**config.mk**
```make
export PLATFORM = sky130hd
export DESIGN_NAME = imu_frame_sync_parser_top
export DESIGN_NICKNAME = d
export VERILOG_FILES = /design/src/hw/rtl/imu_fsp_pkg.sv /design/src/hw/rtl/imu_fsp_front.sv /design/src/hw/rtl/imu_fsp_back.sv /design/src/hw/rtl/imu_frame_sync_parser_top.sv
export SDC_FILE = /design/constraint.sdc
export NUM_CORES = 1
export LEC_CHECK = 0
export BUFFER_PORTS_ARGS = -buffer_cell sky130_fd_sc_hd__buf_2
export CELL_PAD_IN_SITES_DETAIL_PLACEMENT = 0
export CELL_PAD_IN_SITES_GLOBAL_PLACEMENT = 1
export CORE_MARGIN = 10
export CORE_UTILIZATION = 50
export DETAILED_ROUTE_END_ITERATION = 7
export PLACE_DENSITY = 0.87
export RECOVER_POWER = 25
export SETUP_SLACK_MARGIN = 0.05
export SLEW_MARGIN = 5
export SYNTH_ARGS = -nofsm -noshare
export SYNTH_HDL_FRONTEND = slang
export SYNTH_SLANG_ARGS = --single-unit
```
**constraint.sdc**
```tcl
create_clock -name clk_i -period 5.7 [get_ports clk_i]
set_clock_uncertainty 0.15 [all_clocks]
set_input_delay 0.57 -clock clk_i [delete_from_list [all_inputs] [get_ports clk_i]]
set_output_delay 0.57 -clock clk_i [all_outputs]
set_load 0.01 [all_outputs]
```
**src/hw/rtl/imu_fsp_pkg.sv**
```systemverilog
// Types, constants and helpers shared by the IMU frame sync parser modules.
package imu_fsp_pkg;

  localparam int unsigned FrameBytes = 11;
  localparam int unsigned ByteW      = 8;
  localparam int unsigned CntW       = 16;
  localparam int unsigned ValW       = 16;
  localparam int unsigned TdataW     = 88;
  localparam int unsigned TuserW     = 2;
  localparam int unsigned QueueDepth = 4;
  localparam int unsigned QPtrW      = $clog2(QueueDepth);
  localparam int unsigned QCntW      = $clog2(QueueDepth + 1);

  // Fixed byte positions inside a frame.
  localparam int unsigned PosType = 1;
  localparam int unsigned PosX    = 2;
  localparam int unsigned PosY    = 4;
  localparam int unsigned PosZ    = 6;

  localparam logic [ByteW-1:0] HeaderByte = 8'h55;
  localparam logic [ByteW-1:0] TypeAccel  = 8'h51;
  localparam logic [ByteW-1:0] TypeGyro   = 8'h52;
  localparam logic [ByteW-1:0] TypeAngle  = 8'h53;

  typedef enum logic [1:0] {
    ClsAccel = 2'd0,
    ClsGyro  = 2'd1,
    ClsAngle = 2'd2,
    ClsOther = 2'd3
  } frame_class_e;

  typedef enum logic [1:0] {
    StLoad = 2'b01,
    StScan = 2'b10
  } back_state_e;

  // Queue entry: the received byte and whether it is a frame header.
  typedef struct packed {
    logic             is_header;
    logic [ByteW-1:0] data;
  } rx_entry_t;

  function automatic frame_class_e classify(input logic [ByteW-1:0] type_code);
    frame_class_e cls;
    case (type_code)
      TypeAccel: cls = ClsAccel;
      TypeGyro:  cls = ClsGyro;
      TypeAngle: cls = ClsAngle;
      default:   cls = ClsOther;
    endcase
    return cls;
  endfunction

endpackage

```
**src/hw/rtl/imu_fsp_front.sv**
```systemverilog
// Front end: accepts received bytes, tags headers and queues them for the back end.
module imu_fsp_front import imu_fsp_pkg::*; (
  input  logic             clk_i,
  input  logic             rst_ni,
  input  logic             s_axis_tvalid_i,
  output logic             s_axis_tready_o,
  input  logic [ByteW-1:0] s_axis_tdata_i,   // rx_byte
  output logic             q_valid_o,
  output rx_entry_t        q_entry_o,
  input  logic             q_pop_i
);

  rx_entry_t        mem_q [QueueDepth];
  logic [QPtrW-1:0] wr_ptr_q, wr_ptr_d;
  logic [QPtrW-1:0] rd_ptr_q, rd_ptr_d;
  logic [QCntW-1:0] cnt_q, cnt_d;
  logic             push, pop;
  rx_entry_t        push_entry;

  assign s_axis_tready_o = (cnt_q != QCntW'(QueueDepth));
  assign push            = s_axis_tvalid_i && s_axis_tready_o;
  assign q_valid_o       = (cnt_q != '0);
  assign pop             = q_pop_i && q_valid_o;
  assign q_entry_o       = mem_q[rd_ptr_q];

  always_comb begin
    push_entry.data      = s_axis_tdata_i;
    push_entry.is_header = (s_axis_tdata_i == HeaderByte);
  end

  always_comb begin
    wr_ptr_d = wr_ptr_q;
    rd_ptr_d = rd_ptr_q;
    cnt_d    = cnt_q;
    if (push) begin
      wr_ptr_d = wr_ptr_q + QPtrW'(1);
    end
    if (pop) begin
      rd_ptr_d = rd_ptr_q + QPtrW'(1);
    end
    if (push && !pop) begin
      cnt_d = cnt_q + QCntW'(1);
    end else if (pop && !push) begin
      cnt_d = cnt_q - QCntW'(1);
    end
  end

  always_ff @(posedge clk_i or negedge rst_ni) begin
    if (!rst_ni) begin
      wr_ptr_q <= '0;
      rd_ptr_q <= '0;
      cnt_q    <= '0;
    end else begin
      wr_ptr_q <= wr_ptr_d;
      rd_ptr_q <= rd_ptr_d;
      cnt_q    <= cnt_d;
    end
  end

  always_ff @(posedge clk_i) begin
    if (push) begin
      mem_q[wr_ptr_q] <= push_entry;
    end
  end

endmodule

```
**src/hw/rtl/imu_fsp_back.sv**
```systemverilog
// Back end: frame window, header scan, checksum check and output register.
module imu_fsp_back import imu_fsp_pkg::*; #(
  parameter int unsigned FRAME_BYTES = FrameBytes
) (
  input  logic              clk_i,
  input  logic              rst_ni,
  input  logic              q_valid_i,
  input  rx_entry_t         q_entry_i,
  output logic              q_pop_o,
  output logic              m_axis_tvalid_o,
  input  logic              m_axis_tready_i,
  output logic [TdataW-1:0] m_axis_tdata_o,  // type_byte, value_x, value_y, value_z,
                                             // checksum_errors, sync_drops
  output logic [TuserW-1:0] m_axis_tuser_o   // frame_class
);

  localparam int unsigned FillW  = $clog2(FRAME_BYTES + 1);
  localparam int unsigned IdxW   = $clog2(FRAME_BYTES);
  localparam int unsigned ChkPos = FRAME_BYTES - 1;

  logic [ByteW-1:0]  win_q [FRAME_BYTES];
  logic [ByteW-1:0]  win_d [FRAME_BYTES];
  logic              hdr_q [FRAME_BYTES];
  logic              hdr_d [FRAME_BYTES];
  logic [FillW-1:0]  fill_q, fill_d;
  logic [ByteW-1:0]  sum_q, sum_d;
  logic [CntW-1:0]   err_q, err_d;
  logic [CntW-1:0]   drop_q, drop_d;
  back_state_e       state_q, state_d;
  logic              out_valid_q, out_valid_d;
  logic [TdataW-1:0] out_data_q;
  logic [TuserW-1:0] out_user_q;
  logic              out_load;
  logic              out_free;
  logic [ByteW-1:0]  head_sum;

  assign out_free = !out_valid_q || m_axis_tready_i;
  // sum_q covers every held byte; removing the checksum byte leaves bytes 0..9.
  assign head_sum = sum_q - win_q[ChkPos];

  always_comb begin
    win_d       = win_q;
    hdr_d       = hdr_q;
    fill_d      = fill_q;
    sum_d       = sum_q;
    err_d       = err_q;
    drop_d      = drop_q;
    state_d     = state_q;
    q_pop_o     = 1'b0;
    out_load    = 1'b0;
    case (state_q)
      StLoad: begin
        if (q_valid_i) begin
          q_pop_o                     = 1'b1;
          win_d[fill_q[IdxW-1:0]]     = q_entry_i.data;
          hdr_d[fill_q[IdxW-1:0]]     = q_entry_i.is_header;
          fill_d                      = fill_q + FillW'(1);
          sum_d                       = sum_q + q_entry_i.data;
          state_d                     = StScan;
        end
      end
      StScan: begin
        if (fill_q < FillW'(2)) begin
          state_d = StLoad;
        end else if (!hdr_q[0] || (fill_q == FillW'(FRAME_BYTES) &&
                                   head_sum != win_q[ChkPos])) begin
          // Drop the front byte: either not a header, or a header whose frame failed.
          for (int unsigned i = 0; i < FRAME_BYTES - 1; i++) begin
            win_d[i] = win_q[i+1];
            hdr_d[i] = hdr_q[i+1];
          end
          fill_d = fill_q - FillW'(1);
          sum_d  = sum_q - win_q[0];
          if (!hdr_q[0]) begin
            if (drop_q != '1) begin
              drop_d = drop_q + CntW'(1);
            end
          end else if (err_q != '1) begin
            err_d = err_q + CntW'(1);
          end
        end else if (fill_q != FillW'(FRAME_BYTES)) begin
          state_d = StLoad;
        end else if (out_free) begin
          out_load = 1'b1;
          fill_d   = '0;
          sum_d    = '0;
          state_d  = StLoad;
        end
      end
      default: begin
        state_d = StLoad;
      end
    endcase
  end

  always_comb begin
    out_valid_d = out_valid_q;
    if (out_load) begin
      out_valid_d = 1'b1;
    end else if (m_axis_tready_i) begin
      out_valid_d = 1'b0;
    end
  end

  always_ff @(posedge clk_i or negedge rst_ni) begin
    if (!rst_ni) begin
      fill_q      <= '0;
      sum_q       <= '0;
      err_q       <= '0;
      drop_q      <= '0;
      state_q     <= StLoad;
      out_valid_q <= 1'b0;
    end else begin
      fill_q      <= fill_d;
      sum_q       <= sum_d;
      err_q       <= err_d;
      drop_q      <= drop_d;
      state_q     <= state_d;
      out_valid_q <= out_valid_d;
    end
  end

  always_ff @(posedge clk_i) begin
    win_q <= win_d;
    hdr_q <= hdr_d;
    if (out_load) begin
      out_user_q <= TuserW'(classify(win_q[PosType]));
      out_data_q <= {drop_d, err_d,
                     win_q[PosZ+1], win_q[PosZ],
                     win_q[PosY+1], win_q[PosY],
                     win_q[PosX+1], win_q[PosX],
                     win_q[PosType]};
    end
  end

  assign m_axis_tvalid_o = out_valid_q;
  assign m_axis_tdata_o  = out_data_q;
  assign m_axis_tuser_o  = out_user_q;

endmodule

```
**src/hw/rtl/imu_frame_sync_parser_top.sv**
```systemverilog
// A completing byte passes the queue, window load and scan; its frame is registered at the
// output if the scan is clear. The back end loads bytes one at a time, scanning one step per
// cycle unless a frame waits on the output; a checksum failure rescans up to ten held bytes.
// A 4-entry byte queue lets input be taken while the back end scans or the output stalls.
// Reset (rst_ni low, asynchronous) empties the queue and window and clears both counters.
module imu_frame_sync_parser_top import imu_fsp_pkg::*; #(
  parameter int unsigned FRAME_BYTES = FrameBytes
) (
  input  logic              clk_i,
  input  logic              rst_ni,
  input  logic              s_axis_tvalid_i,
  output logic              s_axis_tready_o,
  input  logic [ByteW-1:0]  s_axis_tdata_i,   // rx_byte
  output logic              m_axis_tvalid_o,
  input  logic              m_axis_tready_i,
  output logic [TdataW-1:0] m_axis_tdata_o,   // type_byte, value_x, value_y, value_z,
                                              // checksum_errors, sync_drops
  output logic [TuserW-1:0] m_axis_tuser_o    // frame_class
);

  logic      q_valid;
  rx_entry_t q_entry;
  logic      q_pop;

  imu_fsp_front u_front (
    .clk_i           (clk_i),
    .rst_ni          (rst_ni),
    .s_axis_tvalid_i (s_axis_tvalid_i),
    .s_axis_tready_o (s_axis_tready_o),
    .s_axis_tdata_i  (s_axis_tdata_i),
    .q_valid_o       (q_valid),
    .q_entry_o       (q_entry),
    .q_pop_i         (q_pop)
  );

  imu_fsp_back #(
    .FRAME_BYTES (FRAME_BYTES)
  ) u_back (
    .clk_i           (clk_i),
    .rst_ni          (rst_ni),
    .q_valid_i       (q_valid),
    .q_entry_i       (q_entry),
    .q_pop_o         (q_pop),
    .m_axis_tvalid_o (m_axis_tvalid_o),
    .m_axis_tready_i (m_axis_tready_i),
    .m_axis_tdata_o  (m_axis_tdata_o),
    .m_axis_tuser_o  (m_axis_tuser_o)
  );

endmodule

```
[After elaboration in Yosys (flattened, before gate mapping)]
Memory sizes are Yosys's and may differ from the RTL's.
Cells that the tools add are included.
Word-level totals
  bits in registers: 243
  bits in writable memories: 36
  input bits: 12
  output and inout bits: 92
  memories: 1
Cells by class
  add/subtract/negate cells: 11
  order comparisons: 3
  equality and inequality tests: 19
  mux-type cells: 56
  bitwise gates (word level): 1
  reductions and logical operators: 20
Memory list
  u_front.mem_q: depth 4, bits a word 9, read ports 1, clocked after Yosys merged registers in 0, write ports 1, RTL line imu_fsp_front.sv:13  | rx_entry_t mem_q [QueueDepth];
Operators by type and width (count)
  $mux 16: 10
  $mux 80: 2
  $pmux 80 s2: 1
  $bwmux 88: 1
  $mux 88: 1
  $mux 8: 6
  $add 16x1->16 const B: 2
  $demux 8 s4: 1
  $eq 8x7->1 const B: 4
  $ne 16x16->1 const B: 2
  $mux 10: 2
  $mux 4: 5
  $pmux 10 s2: 1
  $pmux 8 s2: 1
  $sub 8x8->8: 2
  $mux 1: 12
  $bwmux 11: 1
  $mux 11: 1
  $mux 2: 5
  $add 8x8->8: 1
  $ne 8x8->1: 1
  $pmux 4 s2: 1
  $logic_and 1x1->1: 6
  $mux 3: 2
  30 further kinds: 39

[Longest topological paths before layout]
Gate-level depths: netlist (run 1).
  depth after elaboration: 8
  gate-level depth with buffers: 14

[Cells and area by module]
A second synthesis (run 1) with hierarchy kept.
Second synthesis, totals
  cells, all modules: 874
  area total of the unflattened synthesis: 11862.6 sq um
By module, submodules not included
  imu_fsp_back: instances 1, cells each 789, area an instance 10098.4 sq um, seq. area each 6852.8 sq um
  imu_fsp_front: instances 1, cells each 85, area an instance 1764.2 sq um, seq. area each 1256.2 sq um

[Worst setup path before layout (run 1)]
OpenSTA, ideal clock, no wires.
  path kind: register to register
  start: reg u_back.win_q[0] in the netlist's numbering
  end: reg u_back.out_data_q[0] (netlist: u_back.m_axis_tdata_o[0]) (enable)
  library setup time: 0.444 ns
  data arrival time: 3.786 ns
  required time: 5.106 ns
  slack: 1.321 ns
  stages on the path, launching flop included: 10
  buffers on the path: 0
  period minus slack after synthesis: 4.379 ns
  cells stage by stage: edfxtp_1 ha_1 fa_1 xnor2_1 xnor2_1 nand3_1 nor3_1 a41o_1 nand3_1 inv_1
On the way
  longest elaborated chain between the ends: 7
Ends and longest elaborated chain
  start, declared: RTL line imu_fsp_back.sv:21  | logic [ByteW-1:0] win_q [FRAME_BYTES];
  start signal, assigned: RTL line imu_fsp_back.sv:124  | win_q <= win_d;
  $sub 8x8->8: RTL line imu_fsp_back.sv:39  | assign head_sum = sum_q - win_q[ChkPos];
  $ne 8x8->1 (*): RTL line imu_fsp_back.sv:66  | head_sum != win_q[ChkPos])) begin
  $logic_and 1x1->1 (*): RTL line imu_fsp_back.sv:65  | end else if (!hdr_q[0] || (fill_q == FillW'(FRAME_BYTES) &&
  $logic_or 1x1->1 (*): RTL line imu_fsp_back.sv:65
  $mux 1 (*): RTL line imu_fsp_back.sv:65
  $mux 1 (*): RTL line imu_fsp_back.sv:63  | if (fill_q < FillW'(2)) begin
  $mux 1 (*): RTL line imu_fsp_back.sv:51  | case (state_q)
  net u_back.out_load: RTL line imu_fsp_back.sv:33  | logic out_load;
  end signal, assigned: RTL line imu_fsp_back.sv:128  | out_data_q <= {drop_d, err_d,
  end, declared: RTL line imu_fsp_back.sv:31  | logic [TdataW-1:0] out_data_q;
Mark *: on every way through the listed nets, which the timed path passes. The rest lies on a longest branch.
A chain may end at the register's enable or synchronous reset.

[Worst setup path after layout (run 1)]
  start: reg u_back.win_q[0] in the netlist's numbering
  end: reg u_back.out_data_q[3] (netlist: u_back.m_axis_tdata_o[3]) (enable)
The elaborated chain is that of the path after synthesis.

==> results of run 1 <==
## stage by stage
step	cells	power [W]
5_1_grt	1246	0.00764
4_1_cts	1246	0.00727
6_report	1246	0.00723
3_3_place_gp	1194	0.00540
3_5_place_dp	1194	0.00545
2_1_floorplan	807	0.00481
## final cells by class
class                   count  share of cell area
inverters                  34             0.00950
flip-flops and latches    279               0.598
repair buffers            107              0.0392
well taps                 319              0.0294
multi-input cells         455               0.257
clock buffers              39              0.0577
clock inverters            13             0.00922
## layer usage
layer / share of wire / global-route usage
met4: 0.021 / 0.0406
met3: 0.045 / 0.0260
met5: 0 / 0
met1: 0.43 / 0.200
met2: 0.50 / 0.271
## where the power goes
group	leakage [nW]	internal [W]	switching, W	total (W)
Combinational	1.92	0.000931	0.00142	0.00235
Clock	0.431	0.00105	0.000749	0.00180
Sequential	2.82	0.00279	0.000289	0.00307
Total	5.17	0.00477	0.00246	0.00723
## cells in the final DEF, fill, tap and decap left out, types with 7 or more instances in the layout
master	Yosys	routed
a22o_1	84	84
buf_2	3	95
inv_1	34	33
edfxtp_1	225	225
xor2_1	15	15
clkbuf_1	35	17
a21oi_1	28	28
and3_1	18	18
nor2_1	38	38
and2_1	7	7
clkbuf_16	0	29
nor3_1	10	10
dfrtp_1	53	53
nand4_1	10	10
mux4_2	9	9
nor2b_1	8	8
o21ai_0	18	18
o21a_1	9	9
nand3_1	19	19
nand2_1	40	40
ha_1	34	33
xnor2_1	38	38
## kinds of logic after synthesis
kind of cell             Yosys count  share of synthesized area
multiplexers                      17                     0.0245
AND/OR/NAND/NOR                  175                     0.0765
adder cells (fa/ha/maj)           38                     0.0426
flip-flops                       279                      0.683
XOR/XNOR                          53                     0.0391
buffers and inverters             73                     0.0234
AO/OA/AOI/OAI                    172                      0.111
## registers in the layout, indices dropped and copies added (netlist names), 3 cells and up
register               flops
u_back.m_axis_tdata_o     88
u_back.win_q              88
u_front.mem_q             36
u_back.drop_q             16
u_back.err_q              16
u_back.hdr_q              11
u_back.sum_q               8
u_back.fill_q              4
u_front.cnt_q              3
## final timing paths
kind,from,to,slack [ns],depth (start not counted)
worst max register to register,u_back.win_q[0],u_back.m_axis_tdata_o[3],1.62,10
max in group asynchronous,rst_ni,u_back.err_q[5],2.58,2
min in group asynchronous,rst_ni,u_back.sum_q[1],1.04,2
worst min-delay path,s_axis_tdata_i[0],u_front.mem_q[1][0],0.18,1
worst min register to register,u_back.win_q[36],u_back.m_axis_tdata_o[44],0.31,0
worst max-delay path,u_back.win_q[0],u_back.m_axis_tdata_o[3],1.62,10
==> metrics.cfg, run 1 <==
[clocking]
cts_resized=0
htreeDepth=1
hold_buffers=0
cts_buffer_depth=3
cts-root-buf=clkbuf_16
clock-sinks=279
cts_tree=built
postCtsSetupBuffers=0
clkTransAtPathRegs_ns=0.06
numCtsBuffers=28
clkLatencyLatePin_ns=0.54

[logic_synthesis]
synthMostInstantiatedCell=edfxtp_1
synth_top_area_frac=0.569
seq_area_frac_synth=0.683
yosysTopAreaCell=edfxtp_1
yosysUniqueCellTypes=56
syn_nets=857
syn-cell-area_um2=11900
ys_seq_elements=279
synthTopCellsByCount=edfxtp_1, a22o_1, dfrtp_1, nand2_1
synthFlopType=edfxtp_1
ys_warn_count=0
synth_area_leaders=edfxtp_1, dfrtp_1, a22o_1
synth_edf_count=225
synth_cells=807
syn_avg_cell_area_um2=14.7
async_flop_share=0.194

[timing]
tns_ns=0
finalSetupViolCount=0
period_share=0.716
slew_headroom=-1.11
min_period_ns=4.08
hold_ws_ns=0.183
finalHoldViolCount=0
tightest_slew_ns=3.17
rsz0062_at_grt=false
max_freq_mhz=245
finalWorstSetupSlack_ns=1.62
drv_slew=55

[detailed_routing]
num_vias=6960
via_per_inst=5.59
routedWlPerCell_um=19.5
drtIter0Drc=503
ant_nets=0
wl_mm=24.2
drtPass1Iterations=5
drc=0

[critical_path]
cpPeakStageDelay_ns=0.65
critPathRequiredTime_ns=5.72
path_buf_inv=2
crit_fanout=58
critical_path_arrival_ns=4.09
slowest_stage=buf_4
path_cells=ha_1 -> fa_1 -> xnor2_1 -> xnor2_1 -> nand3_1 -> nor3_1 -> a41o_1 -> nand3_1 -> clkinv_2 -> buf_4
crit_family=buffers and inverters
critical_path_class=register to register
start_kind=register
cp-end-kind=register

[global_route]
grt_first_pass_wirelength_mm=38.7
grt_pass1_vias=6978
grt.overflow.total=0
grt_max_degree=77
grt_usage=0.157
antenna_found_initial=0

[place]
dpl.hpwl_mm=16.5
place_ws_ns=1.63
port_buffers=103
gp_congestion=0.857
place_area_um2=12700

[min_path]
min-delay-path-class=input port to register

[pwr]
leakage_nw=5.17
ir_drop_mv=0.276
p_per_area_nw_per_um2=532

[die]
fp.dieArea_um2=30300
die_h_um=174
rows=56
die_w_um=174
initial_utilization=0.507
core_area_um2=23400
io_pins=104

[outcome]
status=finished, violations left
failed_checks=max-capacitance violations, max-slew violations

[finish]
final_net_count=955
num-fill-cells=1862
multiInputGateArea_um2=3490
utilization=0.580
stdcell_area_um2=13600
area_growth_syn_to_layout_pct=14.3
drive_above_1_share=0.174
num_antenna_cells=0
regArea_um2=8110

[job]
drv_cap=1

Power figures use the tool's default switching activity.
==> inputs of run 2 (changes only) <==
Settings changed: ABC_AREA set to 1, CORE_UTILIZATION 50 to 48.
Clock period 5.7 ns to 3.8 ns, I/O delays scaled along.
==> run 2 against run 1 <==
The flow still finishes with violations (max-capacitance violations, max-slew violations). Total power rose by 67%. Sequential power rose by 54%. Utilization is 1.4 points lower. Critical path depth is 6 higher. Clock-buffer cell count is 7 lower. Non-clock buffer count is 27 higher. Wire length grew 18%.
==> metrics.cfg, run 2 <==
[outcome]
status=finished, violations left
failed_checks=max-capacitance violations, max-slew violations

[pwr]
ir_drop_mv=0.485  ; +76%
p_per_area_nw_per_um2=818  ; +54%
leakage_nw=6.03  ; +16%

[critical_path]
cp-end-kind=register
slowest_stage=dfrtp_1
crit_path_frequent_cell=nand2_2
cpPeakStageDelay_ns=0.50  ; -0.15 ns
critPathRequiredTime_ns=3.83  ; -1.89 ns
path_cells=inv_2 -> fa_2 -> inv_1 -> nand2_2 -> nand2_2 -> nand3_1 -> nand2_1 -> nand3_1 -> nor2_1 -> nand3_1 -> nand2_2 -> nand2_4 -> inv_2 -> nand2_2 -> nor2_4 -> buf_12
critical_path_class=register to register
start_kind=register
crit_fanout=90  ; +55%
critical_path_arrival_ns=3.17  ; -0.92 ns

[logic_synthesis]
yosysTopAreaCell=edfxtp_1
seq_area_frac_synth=0.634  ; -0.0489
synth_area_leaders=edfxtp_1, dfrtp_1, nand2_1
syn_nets=1262  ; +47%
ys_seq_elements=279  ; unchanged
synth_cells=1212  ; +50%
ys_warn_count=0  ; unchanged
yosysUniqueCellTypes=43  ; -23%
async_flop_share=0.194  ; unchanged
syn-cell-area_um2=12800  ; +7.7%
synthTopCellsByCount=nand2_1, edfxtp_1, inv_1, o21ai_0, nor2_1
synthMostInstantiatedCell=nand2_1
synth_top_area_frac=0.528  ; -0.0408
syn_avg_cell_area_um2=10.6  ; -28%
synth_edf_count=225  ; unchanged
synthFlopType=edfxtp_1

[finish]
area_growth_syn_to_layout_pct=15.6
final_cell_mix=nand2_1, edfxtp_1, inv_1, o21ai_0, buf_2
layout_commonest_cell=nand2_1
drive_above_1_share=0.131  ; -0.0427
num-fill-cells=2211  ; +19%
final_net_count=1394  ; +46%
num_antenna_cells=0  ; unchanged

[detailed_routing]
routedWlPerCell_um=16.8  ; -13%
drtIter0Drc=729  ; +45%
via_per_inst=5.20  ; -6.9%
wl_mm=28.7  ; +18%
drtPass1Iterations=5  ; unchanged
num_vias=8855  ; +27%
ant_nets=0  ; unchanged
drc=0  ; unchanged

[clocking]
clkTransAtPathRegs_ns=0.07  ; about the same
clock-sinks=279  ; unchanged
cts_resized=0  ; unchanged
htreeDepth=1  ; unchanged
cts-root-buf=clkbuf_16
numCtsBuffers=29  ; +3.6%
clkLatencyLatePin_ns=0.55  ; about the same
cts_buffer_depth=3  ; unchanged
cts_tree=built

[timing]
tns_ns=0  ; unchanged
rsz0062_at_grt=false
hold_ws_ns=0.125  ; -0.0574 ns
tightest_slew_ns=1.61  ; -1.56 ns
drv_slew=27  ; -51%
period_share=0.825  ; +0.109
slew_headroom=-0.0706  ; +1.04
min_period_ns=3.13  ; -0.945 ns
finalSetupViolCount=0  ; unchanged
max_freq_mhz=319  ; +30%
finalHoldViolCount=0  ; unchanged

[die]
die_w_um=183  ; +5.2%
fp.dieArea_um2=33600  ; +11%
initial_utilization=0.489  ; -0.0179
rows=59  ; +5.4%
die_h_um=183  ; +5.2%
core_area_um2=26100  ; +12%
io_pins=104  ; unchanged

[global_route]
grt_max_degree=91  ; +18%
grt_first_pass_wirelength_mm=46.8  ; +21%
antenna_found_initial=0  ; unchanged
grt.overflow.total=0  ; unchanged
grt_usage=0.170  ; +0.0139
grt_pass1_vias=8757  ; +25%

[place]
gp_congestion=0.874  ; +2.0%
dpl.hpwl_mm=19.8  ; +20%
port_buffers=103  ; unchanged

[job]
drv_cap=1  ; unchanged

[min_path]
min-delay-path-class=input port to register

[run 2: changes by cell type after synthesis, sizes merged, moves of 25 or more]
cell   change
o21ai    +111
nand2    +291
nor2      +38
a22o      -83
inv       +89
xnor2     -25
nand3     +46
[run 2: worst paths after layout]
check                      depth (start not counted)        startpoint  slack [ns]                   endpoint
max                                               16   u_back.sum_q[1]        0.67  u_back.m_axis_tdata_o[54]
min                                                3   s_axis_tvalid_i        0.13        u_front.wr_ptr_q[0]
max reg2reg                                       16   u_back.sum_q[1]        0.67  u_back.m_axis_tdata_o[54]
min reg2reg                                        0  u_back.win_q[78]        0.30   u_back.m_axis_tdata_o[6]
max in group asynchronous                          3            rst_ni        1.33            u_back.sum_q[0]
min in group asynchronous                          2            rst_ni        0.62            u_back.err_q[1]
[run 2: critical path, delay by kind of cell, from the launching register on]
family	cells	cell delay (ns)
simple gates	11	1.00
buf+inv	4	0.63
flops	1	0.50
fa+ha+maj	1	0.40
[run 2: timing repair]
item	CTS	global route
endpoints found under the hold margin	58	0
buffers inserted	0	0
hold buffers	10	0
[run 2: routing by layer]
layer | vias to the layer above | part of all wire | track usage | routed length, um
li1 | 4375 | - | - | -
met1 | 4192 | 0.44 | 0.231 | 12700
met2 | 246 | 0.47 | 0.277 | 13600
met3 | 42 | 0.062 | 0.0314 | 1770
met4 | 0 | 0.020 | 0.0443 | 566
met5 | - | 0 | 0 | 0
[run 2: cells by family (layout without fill, tap and decap cells)]
kind of cell,after synthesis,in the layout,synth area share
AOI/OAI and AO/OA,183,183,0.0769
xor gates and xnor gates,47,47,0.0322
buffers and inverters,159,314,0.0503
DFF,279,279,0.634
muxes,1,1,0.000881
and+or+nand+nor,505,505,0.166
adders and majority gates,38,38,0.0395
[run 2: final cells by class]
class / instances / area, um^2 / area share
Inverter: 126 / 473 / 0.0320
Multi-Input combinational cell: 774 / 4070 / 0.275
Clock buffer: 32 / 737 / 0.0498
Timing Repair Buffer: 134 / 751 / 0.0508
Sequential cell: 279 / 8110 / 0.548
Tap cell: 335 / 419 / 0.0284
Clock inverter: 22 / 228 / 0.0154
[run 2: through the flow]
step	utilization	area, um^2	instances	total power [W]	setup slack [ns]
global route	0.566	14800	1702	0.0130	0.452
global placement	0.526	13800	1638	0.00914	0.708
finish	0.566	14800	1702	0.0121	0.666
floorplan	-	12800	1212	0.00789	0.0180
detailed placement	0.526	13800	1638	0.00925	0.675
CTS	0.567	14800	1702	0.0122	0.654
[run 2: power breakdown]
part	switching, W	internal [W]
clock network	0.00117	0.00168
logic	0.00309	0.00142
registers	0.000427	0.00431
total	0.00469	0.00741
==> inputs of run 3 (changes only) <==
Settings changed: CORE_UTILIZATION 48 to 43, PLACE_DENSITY 0.87 to 0.83.
Clock period 3.8 ns to 2.7 ns, I/O delays scaled along.
==> run 3 against run 2 <==
The flow finishes with violations (max-capacitance violations, max-slew violations, negative setup slack). Total power grew 54%. Die area grew 10%. Utilization shrank 2.2 points. Sequential cell count is the same. Non-clock buffer count grew 70. Hold slack gained 0.18 ns. Largest cell class unchanged. Highest routed layer unchanged.
==> metrics.cfg, run 3 (synthesis results as in run 2) <==
[detailed_routing]
via_per_inst=5.04  ; -3.0%
num_vias=9246  ; +4.4%
drc=0  ; unchanged
routedWlPerCell_um=16.5  ; -1.9%
wl_mm=30.3  ; +5.6%
drtIter0Drc=685  ; -6.0%
ant_nets=0  ; unchanged
drtPass1Iterations=6  ; +1

[clocking]
clkLatencyLatePin_ns=0.56  ; about the same
cts_tree=built
cts-root-buf=clkbuf_16
cts_buffer_depth=3  ; unchanged
numCtsBuffers=28  ; -3.4%
htreeDepth=1  ; unchanged
clkTransAtPathRegs_ns=0.06  ; about the same
clock-sinks=279  ; unchanged

[place]
dpl.hpwl_mm=20.4  ; +3.0%
gp_congestion=0.878  ; +0.46%
place_area_um2=14300  ; +4.0%
port_buffers=103  ; unchanged

[critical_path]
r2r_slack_ns=-0.20  ; -0.87 ns
crit_path_frequent_cell=nand2_4
reg2reg_depth=17  ; +1
cp-end-kind=register
start_kind=register
crit_fanout=8  ; -91%
cpPeakStageDelay_ns=0.43  ; -0.07 ns
critical_path_class=register to register
critical_path_arrival_ns=3.03  ; -0.14 ns
critPathRequiredTime_ns=2.82  ; -1.01 ns
reg2reg_from=u_back.win_q[0]
path_cells=ha_4 -> fa_2 -> inv_2 -> nand2_4 -> nand2_4 -> nand3_1 -> nand2_1 -> nand3_1 -> nor2_1 -> nand3_1 -> nand2_2 -> nand2_4 -> inv_4 -> nand2_4 -> nor2_4 -> clkbuf_16 -> clkbuf_16
r2r-end=u_back.m_axis_tdata_o[32]
slowest_stage=edfxtp_1

[global_route]
grt_first_pass_wirelength_mm=46.1  ; -1.7%
grt_pass1_vias=8726  ; -0.35%
grt_usage=0.154  ; -0.0168
grt.overflow.total=0  ; unchanged
grt_max_degree=58  ; -36%
antenna_found_initial=0  ; unchanged

[finish]
final_cell_mix=nand2_1, edfxtp_1, o21ai_0
num_antenna_cells=0  ; unchanged
area_growth_syn_to_layout_pct=25.4
final_net_count=1471  ; +5.5%
layout_commonest_cell=nand2_1
drive_above_1_share=0.219  ; +0.0880
stdcell_area_um2=16000  ; +8.5%
num-fill-cells=2505  ; +13%

[die]
core_area_um2=29500  ; +13%
die_h_um=192  ; +5.0%
initial_utilization=0.434  ; -0.0556
fp.dieArea_um2=37000  ; +10%
io_pins=104  ; unchanged
die_w_um=192  ; +5.0%
rows=63  ; +6.8%

[outcome]
failed_checks=max-capacitance violations, max-slew violations, negative setup slack
status=finished, violations left

[min_path]
hold_end=u_back.m_axis_tdata_o[6]
min_from=u_back.win_q[78]
min-delay-path-class=register to register
holdPathStages=0  ; -3

[timing]
tns_ns=-29.26  ; -29.26 ns
finalHoldViolCount=0  ; unchanged
tightest_slew_ns=1.59  ; -0.0202 ns
period_share=1.08  ; +0.251
finalWorstSetupSlack_ns=-0.204  ; -0.870 ns
max_freq_mhz=344  ; +7.9%
hold_ws_ns=0.302  ; +0.176 ns
finalSetupViolCount=205  ; +205
rsz0062_at_grt=true
slew_headroom=-0.0571  ; +0.0135
min_period_ns=2.90  ; -0.230 ns
drv_slew=24  ; -11%

[pwr]
ir_drop_mv=0.683  ; +41%
total_power_w=0.0187  ; +54%
p_per_area_nw_per_um2=1160  ; +42%
leakage_nw=6.53  ; +8.4%

[job]
drv_cap=1  ; unchanged

==> run 3: cell count changes in the layout (fill, tap and decap cells not counted), sizes merged <==
cell	before	now
nor2	76	84
buf	97	177
clkbuf	59	51
clkinv	15	11
dlygate4sd3	10	11
inv	127	123
bufinv	4	3
clkinvlp	2	6
==> run 3: how the worst max path moves through the flow <==
stage | to | slack [ns] | startpoint
6_report | u_back.m_axis_tdata_o[32] | -0.20 | u_back.win_q[0]
2_1_floorplan | u_back.m_axis_tdata_o[0] | -1.08 | u_back.win_q[0]
3_5_place_dp | u_back.m_axis_tdata_o[53] | -0.19 | u_back.sum_q[0]
5_1_grt | u_back.m_axis_tdata_o[57] | -0.37 | u_back.win_q[0]
4_1_cts | u_back.m_axis_tdata_o[53] | -0.16 | u_back.win_q[0]
3_3_place_gp | u_back.m_axis_tdata_o[48] | -0.15 | u_back.win_q[0]
==> run 3: area by class of cell <==
type / count / area, um^2 / area share
flip-flops and latches: 279 / 8110 / 0.506
multi-input cells: 782 / 4430 / 0.276
repair buffers: 204 / 1570 / 0.0979
clock buffers: 35 / 757 / 0.0472
well taps: 390 / 488 / 0.0304
inverters: 126 / 480 / 0.0300
clock inverters: 17 / 200 / 0.0125
==> run 3: timing repair <==
action                     4_1_cts  5_1_grt
pin swaps                        6       26
cloned                           2       14
hold endpoints to repair        61        0
setup buffers                    9        9
resized for setup               13       56
hold buffers                    11        0
setup endpoints to repair      206      227
==> run 3: power by group <==
group / leakage (nW) / switching (W) / total [W] / internal (W)
Combinational: 3.25 / 0.00514 / 0.00813 / 0.00299
Clock: 0.448 / 0.00164 / 0.00393 / 0.00229
Sequential: 2.83 / 0.000532 / 0.00660 / 0.00606
Total: 6.53 / 0.00731 / 0.0187 / 0.0113
==> run 3: through the flow <==
| stage | utilization | instances | setup WS [ns] |
|---|---|---|---|
| finish | 0.544 | 1833 | -0.204 |
| global placement | 0.485 | 1738 | -0.147 |
| CTS | 0.526 | 1812 | -0.161 |
| detailed placement | 0.485 | 1738 | -0.192 |
| floorplan | - | 1212 | -1.08 |
| global route | 0.544 | 1833 | -0.374 |
==> run 3: worst max-delay path, delay by kind of cell, from the launching register on <==
kind / cells / cell delay [ns]
adders and majority gates: 2 / 0.55
DFF: 1 / 0.43
and+or+nand+nor: 11 / 1.00
buffers and inverters: 4 / 0.51
==> run 3: routing by layer <==
metal	GRT usage	wire length [um]	up-vias
met1	0.205	13500	4404
met4	0.0444	678	0
li1	-	-	4558
met3	0.0276	1750	50
met5	0	0	-
met2	0.252	14400	234
